**config.mk**
```make
export PLATFORM = sky130hd
export DESIGN_NAME = psm_front_flat
export DESIGN_NICKNAME = d
export VERILOG_FILES = /design/src/rtl/psm_pkg.sv /design/src/rtl/psm_if.sv /design/src/rtl/psm_front.sv /design/src/flat_wrapper.sv
export SDC_FILE = /design/constraint.sdc
export NUM_CORES = 1
export LEC_CHECK = 0
export BUFFER_PORTS_ARGS = -buffer_cell sky130_fd_sc_hd__clkbuf_2
export CORE_ASPECT_RATIO = 1.4
export CORE_MARGIN = 5
export CORE_UTILIZATION = 40
export CTS_CLUSTER_SIZE = 8
export DETAILED_ROUTE_END_ITERATION = 16
export PLACE_DENSITY = 0.66
export RECOVER_POWER = 25
export SYNTH_ARGS = -nofsm -noshare
export SYNTH_HDL_FRONTEND = slang
export SYNTH_SLANG_ARGS = --single-unit
```
**constraint.sdc**
```tcl
create_clock -name clk -period 2.8 [get_ports clk]
set_input_delay 0.28 -clock clk [delete_from_list [all_inputs] [get_ports clk]]
set_output_delay 0.28 -clock clk [all_outputs]
set_load 0.02 [all_outputs]
```
**src/rtl/psm_pkg.sv**
```systemverilog
`timescale 1ns / 1ps
// ----------------------------------------------------------------------------
// psm_pkg
// Shared types, constants and the sine table builder of the tone mixer.
// ----------------------------------------------------------------------------
package psm_pkg;

  localparam int SR_W     = 18;
  localparam int FREQ_W   = 15;
  localparam int VOL_W    = 16;
  localparam int DUR_W    = 16;
  localparam int SAMPLE_W = 16;
  localparam int PER_W    = 18;
  localparam int PROD_W   = DUR_W + SR_W;
  localparam int FRM_W    = 25;
  localparam int REMAIN_W = 26;
  localparam int DIV_W    = 34;
  localparam int DIV_CW   = 6;
  localparam int QDEPTH   = 2;
  localparam int QAW      = 1;
  localparam int QCW      = 2;

  // divide by 1000 as (x >> 3) * RECIP_125 >> RECIP_SH, exact below 2^PROD_W
  localparam int          MS_SH     = 3;
  localparam int          RECIP_SH  = 38;
  localparam int          FMUL_W    = PROD_W - MS_SH + 32;
  localparam logic [31:0] RECIP_125 = 32'd2199023256;

  localparam logic [SR_W-1:0] SR_RESET = 18'd48000;

  localparam logic [63:0] PI_Q30  = 64'd3373259426;
  localparam logic [63:0] ONE_Q30 = 64'd1073741824;

  typedef struct packed {
    logic              play;
    logic [FREQ_W-1:0] freq;
    logic [VOL_W-1:0]  volume;
    logic [DUR_W-1:0]  duration;
  } psm_cmd_t;

  typedef struct packed {
    logic [PER_W-1:0]    period;
    logic [VOL_W-1:0]    volume;
    logic [PER_W-1:0]    phase;
    logic [REMAIN_W-1:0] remain;
  } psm_voice_t;

  typedef struct packed {
    logic              start;
    logic [DIV_W-1:0]  num;
    logic [PER_W-1:0]  den;
  } psm_div_req_t;

  typedef struct packed {
    logic              done;
    logic [DIV_W-1:0]  quo;
    logic [PER_W-1:0]  rem;
  } psm_div_rsp_t;

  typedef enum logic [3:0] {
    ST_IDLE,
    ST_P_PER_GO,
    ST_P_PER_W,
    ST_P_MUL,
    ST_P_FRM,
    ST_P_RND_GO,
    ST_P_RND_W,
    ST_P_WR,
    ST_T_RD,
    ST_T_LD,
    ST_T_DIV,
    ST_T_MUL,
    ST_T_ACC,
    ST_OUT
  } psm_state_t;

  function automatic logic [63:0] taylor_div(input int i);
    logic [63:0] d;
    case (i)
      1:       d = 64'd6;
      2:       d = 64'd20;
      3:       d = 64'd42;
      4:       d = 64'd72;
      5:       d = 64'd110;
      6:       d = 64'd156;
      7:       d = 64'd210;
      8:       d = 64'd272;
      default: d = 64'd1;
    endcase
    return d;
  endfunction

  function automatic logic [63:0] udiv64(input logic [63:0] n, input logic [63:0] d);
    logic [63:0] q;
    logic [64:0] r;
    q = '0;
    r = '0;
    for (int b = 63; b >= 0; b--) begin
      r = {r[63:0], n[b]};
      if (r >= {1'b0, d}) begin
        r    = r - {1'b0, d};
        q[b] = 1'b1;
      end
    end
    return q;
  endfunction

  function automatic logic [63:0] sin_q30(input logic [63:0] x);
    logic [63:0] x2;
    logic [63:0] term;
    longint      s;
    x2   = (x * x) >> 30;
    term = x;
    s    = longint'(x);
    for (int i = 1; i <= 8; i++) begin
      term = udiv64((term * x2) >> 30, taylor_div(i));
      if (i % 2 == 1) s = s - longint'(term);
      else s = s + longint'(term);
    end
    if (s < 0) s = 0;
    if (s > longint'(ONE_Q30)) s = longint'(ONE_Q30);
    return 64'(s);
  endfunction

  function automatic logic signed [SAMPLE_W-1:0] sine_entry(input int k, input int lg);
    logic [63:0] n;
    logic [63:0] a;
    logic [63:0] q;
    logic [63:0] r;
    logic [63:0] ang;
    logic [63:0] s;
    logic [63:0] mag;
    n   = 64'd1 << lg;
    a   = 64'(k) * 64'd4;
    q   = a >> lg;
    r   = a & (n - 64'd1);
    if (q[0]) r = n - r;
    ang = (r * PI_Q30) >> (lg + 1);
    s   = sin_q30(ang);
    mag = (s * 64'd32767 + (ONE_Q30 >> 1)) >> 30;
    if (q >= 64'd2) return -SAMPLE_W'(mag);
    return SAMPLE_W'(mag);
  endfunction

endpackage

```
**src/rtl/psm_if.sv**
```systemverilog
`timescale 1ns / 1ps
// ----------------------------------------------------------------------------
// psm_req_if / psm_rsp_if
// Valid/ready channels carrying request and response words.
// ----------------------------------------------------------------------------
interface psm_req_if;
  logic                        valid;
  logic                        ready;
  logic                        cmd;
  logic [psm_pkg::FREQ_W-1:0]  frequency;
  logic [psm_pkg::VOL_W-1:0]   volume;
  logic [psm_pkg::DUR_W-1:0]   duration_ms;

  modport source (output valid, cmd, frequency, volume, duration_ms, input ready);
  modport sink   (input valid, cmd, frequency, volume, duration_ms, output ready);
endinterface


```
**src/rtl/psm_front.sv**
```systemverilog
`timescale 1ns / 1ps
// ----------------------------------------------------------------------------
// psm_front
// Accepts request words, decodes them and queues them for the back end.
// ----------------------------------------------------------------------------
module psm_front (
  input  logic              clk,
  input  logic              rst,
  psm_req_if.sink           req,
  output logic              q_valid,
  output psm_pkg::psm_cmd_t q_data,
  input  logic              q_ready
);

  psm_pkg::psm_cmd_t             fifo [psm_pkg::QDEPTH];
  logic [psm_pkg::QAW-1:0]       wptr;
  logic [psm_pkg::QAW-1:0]       rptr;
  logic [psm_pkg::QCW-1:0]       count;
  logic                          push;
  logic                          pop;
  psm_pkg::psm_cmd_t             dec;

  always_comb begin
    dec.play     = req.cmd;
    dec.freq     = (req.frequency == '0) ? psm_pkg::FREQ_W'(1) : req.frequency;
    dec.volume   = req.volume;
    dec.duration = req.duration_ms;
  end

  assign req.ready = (count != psm_pkg::QCW'(psm_pkg::QDEPTH));
  assign push      = req.valid && req.ready;
  assign q_valid   = (count != '0);
  assign pop       = q_valid && q_ready;
  assign q_data    = fifo[rptr];

  always_ff @(posedge clk) begin
    if (push) fifo[wptr] <= dec;
  end

  always_ff @(posedge clk) begin
    if (rst) begin
      wptr  <= '0;
      rptr  <= '0;
      count <= '0;
    end else begin
      if (push) wptr <= wptr + 1'b1;
      if (pop) rptr <= rptr + 1'b1;
      if (push && !pop) count <= count + 1'b1;
      else if (pop && !push) count <= count - 1'b1;
    end
  end

endmodule

```
**src/flat_wrapper.sv**
```systemverilog
// flat-port wrapper written by rule: the top's interface ports become plain ports
module psm_front_flat 
  (clk, rst, q_valid, q_data, q_ready, req_valid, req_cmd, req_frequency, req_volume, req_duration_ms, req_ready);
  psm_req_if req_i ();
  input  logic clk;
  input  logic rst;
  output logic q_valid;
  output psm_pkg::psm_cmd_t q_data;
  input  logic q_ready;
  input wire logic [$bits(req_i.valid)-1:0] req_valid;
  input wire logic [$bits(req_i.cmd)-1:0] req_cmd;
  input wire logic [$bits(req_i.frequency)-1:0] req_frequency;
  input wire logic [$bits(req_i.volume)-1:0] req_volume;
  input wire logic [$bits(req_i.duration_ms)-1:0] req_duration_ms;
  output wire logic [$bits(req_i.ready)-1:0] req_ready;
  assign req_i.valid = req_valid;
  assign req_i.cmd = req_cmd;
  assign req_i.frequency = req_frequency;
  assign req_i.volume = req_volume;
  assign req_i.duration_ms = req_duration_ms;
  assign req_ready = req_i.ready;
  psm_front u_core (.clk(clk), .rst(rst), .req(req_i), .q_valid(q_valid), .q_data(q_data), .q_ready(q_ready));
endmodule
```
==> reports/qor.yml, run 1 <==
run_status:
  status: "finished, final reports clean"
timing:
  layout_setup_ws_ns: 0.797
  relSlewSlack: 0.658
  setup_viol: 0
  rsz0062_at_grt: "false"
  worstMarginPinSlew_ns: 0.513
  final_hold_viol_count: 0
  finalCritPeriodShare: 0.715
  timing.hold.ws_ns: 0.129
  clock_skew_ns: 0.00645
  setup-tns-final_ns: 0
  drv_slew: 0
  finalCriticalPeriod_ns: 2.00
  max_freq_mhz: 499
critical_path:
  critPathLaunchType: "register"
  reg2reg_to: "u_core.fifo[1][30]$_DFFE_PP_"
  rr_worst_depth: 3
  cp.arrival_ns: 1.72
  cp_top_family: "flip-flops"
  required_ns: 2.52
  worstPathCellList: "buf_4, mux2_2, clkbuf_2"
  crit_fanout: 15
  critPathCaptureType: "output pin"
  crit_type: "register to output pin"
  crit_slowest_cell: "dfxtp_2"
  max_stage_delay_ns: 0.55
  r2r_start: "u_core.count[0]$_SDFFE_PP0P_"
  timing.critical_path.buf_inv: 2
  ff2ff_setup_slack_ns: 1.05
layout:
  num-fill-cells: 808
  antenna_cells: 0
  final_common_cell: "edfxtp_1"
  area_growth_pct: 23.3
  final_cell_mix: "edfxtp_1 (96), clkbuf_2 (79), mux2_2 (48)"
  nets: 342
  drive_gt1_frac: 0.514
synthesis:
  synthXorXnorAreaFrac: 0.00697
  synth-simple-area-share: 0.0192
  synth_area_um2: 3770
  synth_compound_area_frac: 0.0106
  synthMuxAreaShare: 0.143
  ys.warnings.count: 0
  ys_ff_latch: 101
  ys_seq_area_frac: 0.791
  async_reset_ff_frac: 0
  synth_ff_type: "edfxtp_1"
  synth_top_area_frac: 0.764
  synthAdderAreaFrac: 0.00332
  synth_area_leaders: "edfxtp_1 (76%), mux2_2 (14%), dfxtp_1 (2.7%)"
  synth_nets: 245
  syn_area_per_cell_um2: 19.6
  synth_top_area_cell: "edfxtp_1"
  synth_top_family_by_area: "multiplexers"
  synth.distinct_cells: 22
  synth-edff-count: 96
  synth_cells: 192
clocking:
  cts_tree: "yes"
  numCtsBuffers: 9
  cts_hold_buf: 0
  cts_sinks: 101
  cts.path.max_buffers: 2
  post-cts-setup-buffer-count: 0
  cts_resized: 0
  h-tree-depth: 3
  cts_root_buffer: "clkbuf_16"
  insertion_delay_ns: 0.33
  clkTransAtPathRegs_ns: 0.07
floorplanning:
  die_height_um: 125
  core_um2: 9350
  dieWidth_um: 92.1
  io_pins: 102
  start_util: 0.403
  rows: 42
  dieArea_um2: 11500
route:
  num_vias: 1932
  drc_errors: 0
  routed_wl_mm: 6.41
  ant_nets: 0
  routedWlPerCell_um: 15.9
  drt_iter0_markers: 67
  via_per_inst: 4.78
  dr.pass1.iters: 4
worst_hold_path:
  min_from: "req_volume[9]"
  worstHoldEndpoint: "u_core.fifo[0][25]$_DFFE_PP_"
  hold_class: "input port to register"
  min_path_cells: 1
global_routing:
  grt_max_degree: 35
  grt_antenna_before_repair: 0
  grt_pass1_wl_mm: 10.0
  grt_pass1_vias: 2076
  overflow: 0
  grt_usage: 0.115
job:
  drv_cap: 0
place:
  place_ws_ns: 1.04
  place.gp.congestion: 0.691
  dp_hpwl_mm: 4.47
  numPortBuffers: 101
power:
  powerDensity_nw_per_um2: 923
  leakagePower_nw: 1.70
  max-vdd-ir-drop_v: 0.000533
[final cells by class]
class / instances / area [µm²] / area share
Tap cell: 110 / 138 / 0.0296
Clock buffer: 10 / 229 / 0.0493
Clock inverter: 6 / 55.1 / 0.0118
Sequential cell: 101 / 2980 / 0.642
Multi-Input combinational cell: 71 / 693 / 0.149
Inverter: 1 / 3.75 / 0.000808
Timing Repair Buffer: 105 / 546 / 0.117
[Yosys cell counts (all sizes together) (2+ instances only)]
cell and n:
edfxtp 96, a21oi 2, buf 5, xor2 3
clkbuf 14, dfxtp 5, o21ai 2, nor2 4
mux2 48, nor4 3
[cell families after synthesis]
kind of cell,count (synthesis)
AO/OA/AOI/OAI,6
buffers and inverters,20
multiplexers,48
adder cells (fa/ha/maj),1
flip-flops,101
AND/OR/NAND/NOR,13
XOR/XNOR,3
[sequential cells by signal (all words and copies together), names as in the netlist, named ones only]
| name | count |
|---|---|
| u_core.fifo | 96 |
| u_core.wptr | 1 |
| u_core.rptr | 1 |
| u_core.count | 2 |
[worst max path at each step]
stage	to	depth (start not counted)	start
after floorplan	u_core.fifo[1][0]$_DFFE_PP_	2	u_core.count[0]$_SDFFE_PP0P_
after global placement	u_core.fifo[1][29]$_DFFE_PP_	3	u_core.count[0]$_SDFFE_PP0P_
after detailed placement	u_core.fifo[1][16]$_DFFE_PP_	3	u_core.count[0]$_SDFFE_PP0P_
after CTS	q_data[0]	3	register
after global routing	q_data[0]	3	register
final	q_data[17]	3	register
[stage by stage]
step / power [mW] / instances / utilization / instance area (µm²)
after floorplan: 2.81 / 192 / - / 3770
after global placement: 3.19 / 388 / 0.470 / 4390
after detailed placement: 3.21 / 388 / 0.470 / 4390
after CTS: 4.37 / 404 / 0.500 / 4680
after global routing: 4.52 / 404 / 0.497 / 4650
final: 4.29 / 404 / 0.497 / 4650
[power breakdown]
part           internal, mW  total, mW  switching (mW)
clock network         0.619       1.15           0.531
logic                 0.488       1.18           0.689
registers              1.89       1.96          0.0767
total                  3.00       4.29            1.30
[routing by layer]
metal	track usage	part of all wire
met5	0	0
met4	0.0499	0.016
met3	0.0471	0.081
met2	0.200	0.52
met1	0.120	0.38
Note: power is estimated with default switching activity, not from simulation.
==> run 2, diff against run 1 <==
- PLACE_DENSITY: 0.66 -> 0.68
- clock period: 2.8 -> 1.8 ns (I/O delays scaled with it)
==> run 2 against run 1 <==
  * Combinational power up 59%
  * Sequential power up 55%
  * Via count up 0.21%
  * Count of clock-buffer cells in the layout down 1
  * Worst setup slack worse by 0.67 ns
  * Clock skew down 0.0024 ns
  * Cell count up 0.25%
  * Die area unchanged
  * Critical path type unchanged
  * Highest routed layer unchanged
==> reports/qor.yml, run 2 (synthesis results as in run 1) <==
layout:
  top_register: "u_core.fifo"
  design_area_um2: 4650  # about the same
  final_common_cell: "edfxtp_1"
  finalNonFillerCells: 405  # +0.25%
  nets: 343  # +0.29%
  final_cell_mix: "edfxtp_1 (96), clkbuf_2 (75), mux2_2 (48)"
  largest_reg_flops: 96  # unchanged
  reg.largest.list: "u_core.fifo x96, u_core.count x2"
  antenna_cells: 0  # unchanged
  final_util: 0.497  # about the same
  drive_gt1_frac: 0.505  # -0.00852
  area_growth_pct: 23.2  # about the same
  num-fill-cells: 818  # +1.2%
critical_path:
  critPathCaptureType: "output pin"
  crit_slowest_cell: "mux2_2"
  timing.critical_path.buf_inv: 2  # unchanged
  cp_top_family: "buffers and inverters"
  max_stage_delay_ns: 0.38  # -0.17 ns
  required_ns: 1.62  # -0.90 ns
  crit_fanout: 48  # +33
  crit_type: "register to output pin"
  ff2ff_setup_slack_ns: 0.25  # -0.80 ns
  cp.arrival_ns: 1.49  # -0.23 ns
  critPathLaunchType: "register"
  worstPathCellList: "buf_12, mux2_2, clkbuf_2"
route:
  dr.pass1.iters: 4  # unchanged
  routedWlPerCell_um: 15.8  # -0.22%
  num_vias: 1936  # +0.21%
  drt_iter0_markers: 76  # +13%
  via_per_inst: 4.78  # about the same
  routed_wl_mm: 6.41  # about the same
  ant_nets: 0  # unchanged
  drc_errors: 0  # unchanged
floorplanning:
  start_util: 0.403  # unchanged
  die_height_um: 125  # unchanged
  dieArea_um2: 11500  # unchanged
  dieWidth_um: 92.1  # unchanged
  io_pins: 102  # unchanged
  core_um2: 9350  # unchanged
  rows: 42  # unchanged
place:
  place.gp.congestion: 0.684  # -0.93%
  numPortBuffers: 101  # unchanged
  place_ws_ns: 0.259  # -0.781 ns
  dp_hpwl_mm: 4.36  # -2.6%
  dpl.cell_count: 389  # +0.26%
  place_area_um2: 4410  # +0.43%
clocking:
  cts_root_buffer: "clkbuf_16"
  cts.path.max_buffers: 2  # unchanged
  cts_resized: 0  # unchanged
  clkTransAtPathRegs_ns: 0.06  # about the same
  post-cts-setup-buffer-count: 0  # unchanged
  cts_hold_buf: 0  # unchanged
  numCtsBuffers: 9  # unchanged
  cts_tree: "yes"
  h-tree-depth: 3  # unchanged
  cts_sinks: 101  # unchanged
  insertion_delay_ns: 0.33  # about the same
run_status:
  status: "finished, final reports clean"
power:
  leakagePower_nw: 1.69  # -0.78%
  power_mw: 6.60  # +54%
  powerDensity_nw_per_um2: 1420  # +54%
  max-vdd-ir-drop_v: 0.000769  # +44%
global_routing:
  overflow: 0  # unchanged
  use_met3: 0.0465  # -0.000604
  grt_pass1_wl_mm: 10.5  # +5.2%
  grt_pass1_vias: 2203  # +6.1%
  top_usage_layer: "met2"
  grt_antenna_before_repair: 0  # unchanged
  use_met1: 0.129  # +0.00895
  grt_max_degree: 49  # +40%
  grt_usage: 0.120  # +0.00525
  grtUsageMet2: 0.207  # +0.00731
timing:
  layout_setup_ws_ns: 0.130  # -0.667 ns
  timing.hold.ws_ns: 0.0405  # -0.0890 ns
  setup_viol: 0  # unchanged
  relSlewSlack: 0.752  # +0.0938
  finalCriticalPeriod_ns: 1.67
  setup-tns-final_ns: 0  # unchanged
  drv_slew: 0  # unchanged
  finalCritPeriodShare: 0.928
  max_freq_mhz: 599
  rsz0062_at_grt: "false"
  clock_skew_ns: 0.00407  # -0.00238 ns
  final_hold_viol_count: 0  # unchanged
  worstMarginPinSlew_ns: 0.369  # -0.144 ns
job:
  drv_cap: 0  # unchanged
worst_hold_path:
  hold_class: "input port to register"
[run 2: changes by cell type in the layout (fill, tap and decap cells not counted)]
cell        previous run  this run
nand2b_4               0         1
inv_6                  1         0
buf_4                  1         2
clkinvlp_4             2         3
clkbuf_2              79        75
inv_2                  1         0
clkinv_2               0         3
clkbuf_1              23        26
inv_8                  2         0
nand2b_1               1         0
clkinv_1               0         1
[run 2: final timing paths]
check | start | cells past startpoint | endpoint
min reg2reg | u_core.rptr$_SDFFE_PP0P_ | 2 | register
max reg2reg | u_core.count[0]$_SDFFE_PP0P_ | 5 | u_core.count[1]$_SDFFE_PP0P_
min | req_duration_ms[11] | 1 | u_core.fifo[1][11]$_DFFE_PP_
max | register | 3 | q_data[26]
[run 2: metal layers]
metal	vias up	share of wire
li1	927	-
met1	929	0.39
met2	70	0.52
met3	10	0.078
met4	0	0.017
met5	-	0
[run 2: layout make-up]
type | count | area (µm²) | share of cell area
Tap cell | 110 | 138 | 0.0296
Multi-Input combinational cell | 71 | 701 | 0.151
Clock inverter | 7 | 42.5 | 0.00916
Inverter | 1 | 7.51 | 0.00162
Sequential cell | 101 | 2980 | 0.642
Clock buffer | 9 | 225 | 0.0485
Timing Repair Buffer | 106 | 548 | 0.118
[run 2: report_power, final]
part           switching [mW]  total (mW)  internal, mW
clock                   0.767        1.69         0.925
combinational            1.10        1.88         0.772
sequential             0.0898        3.03          2.94
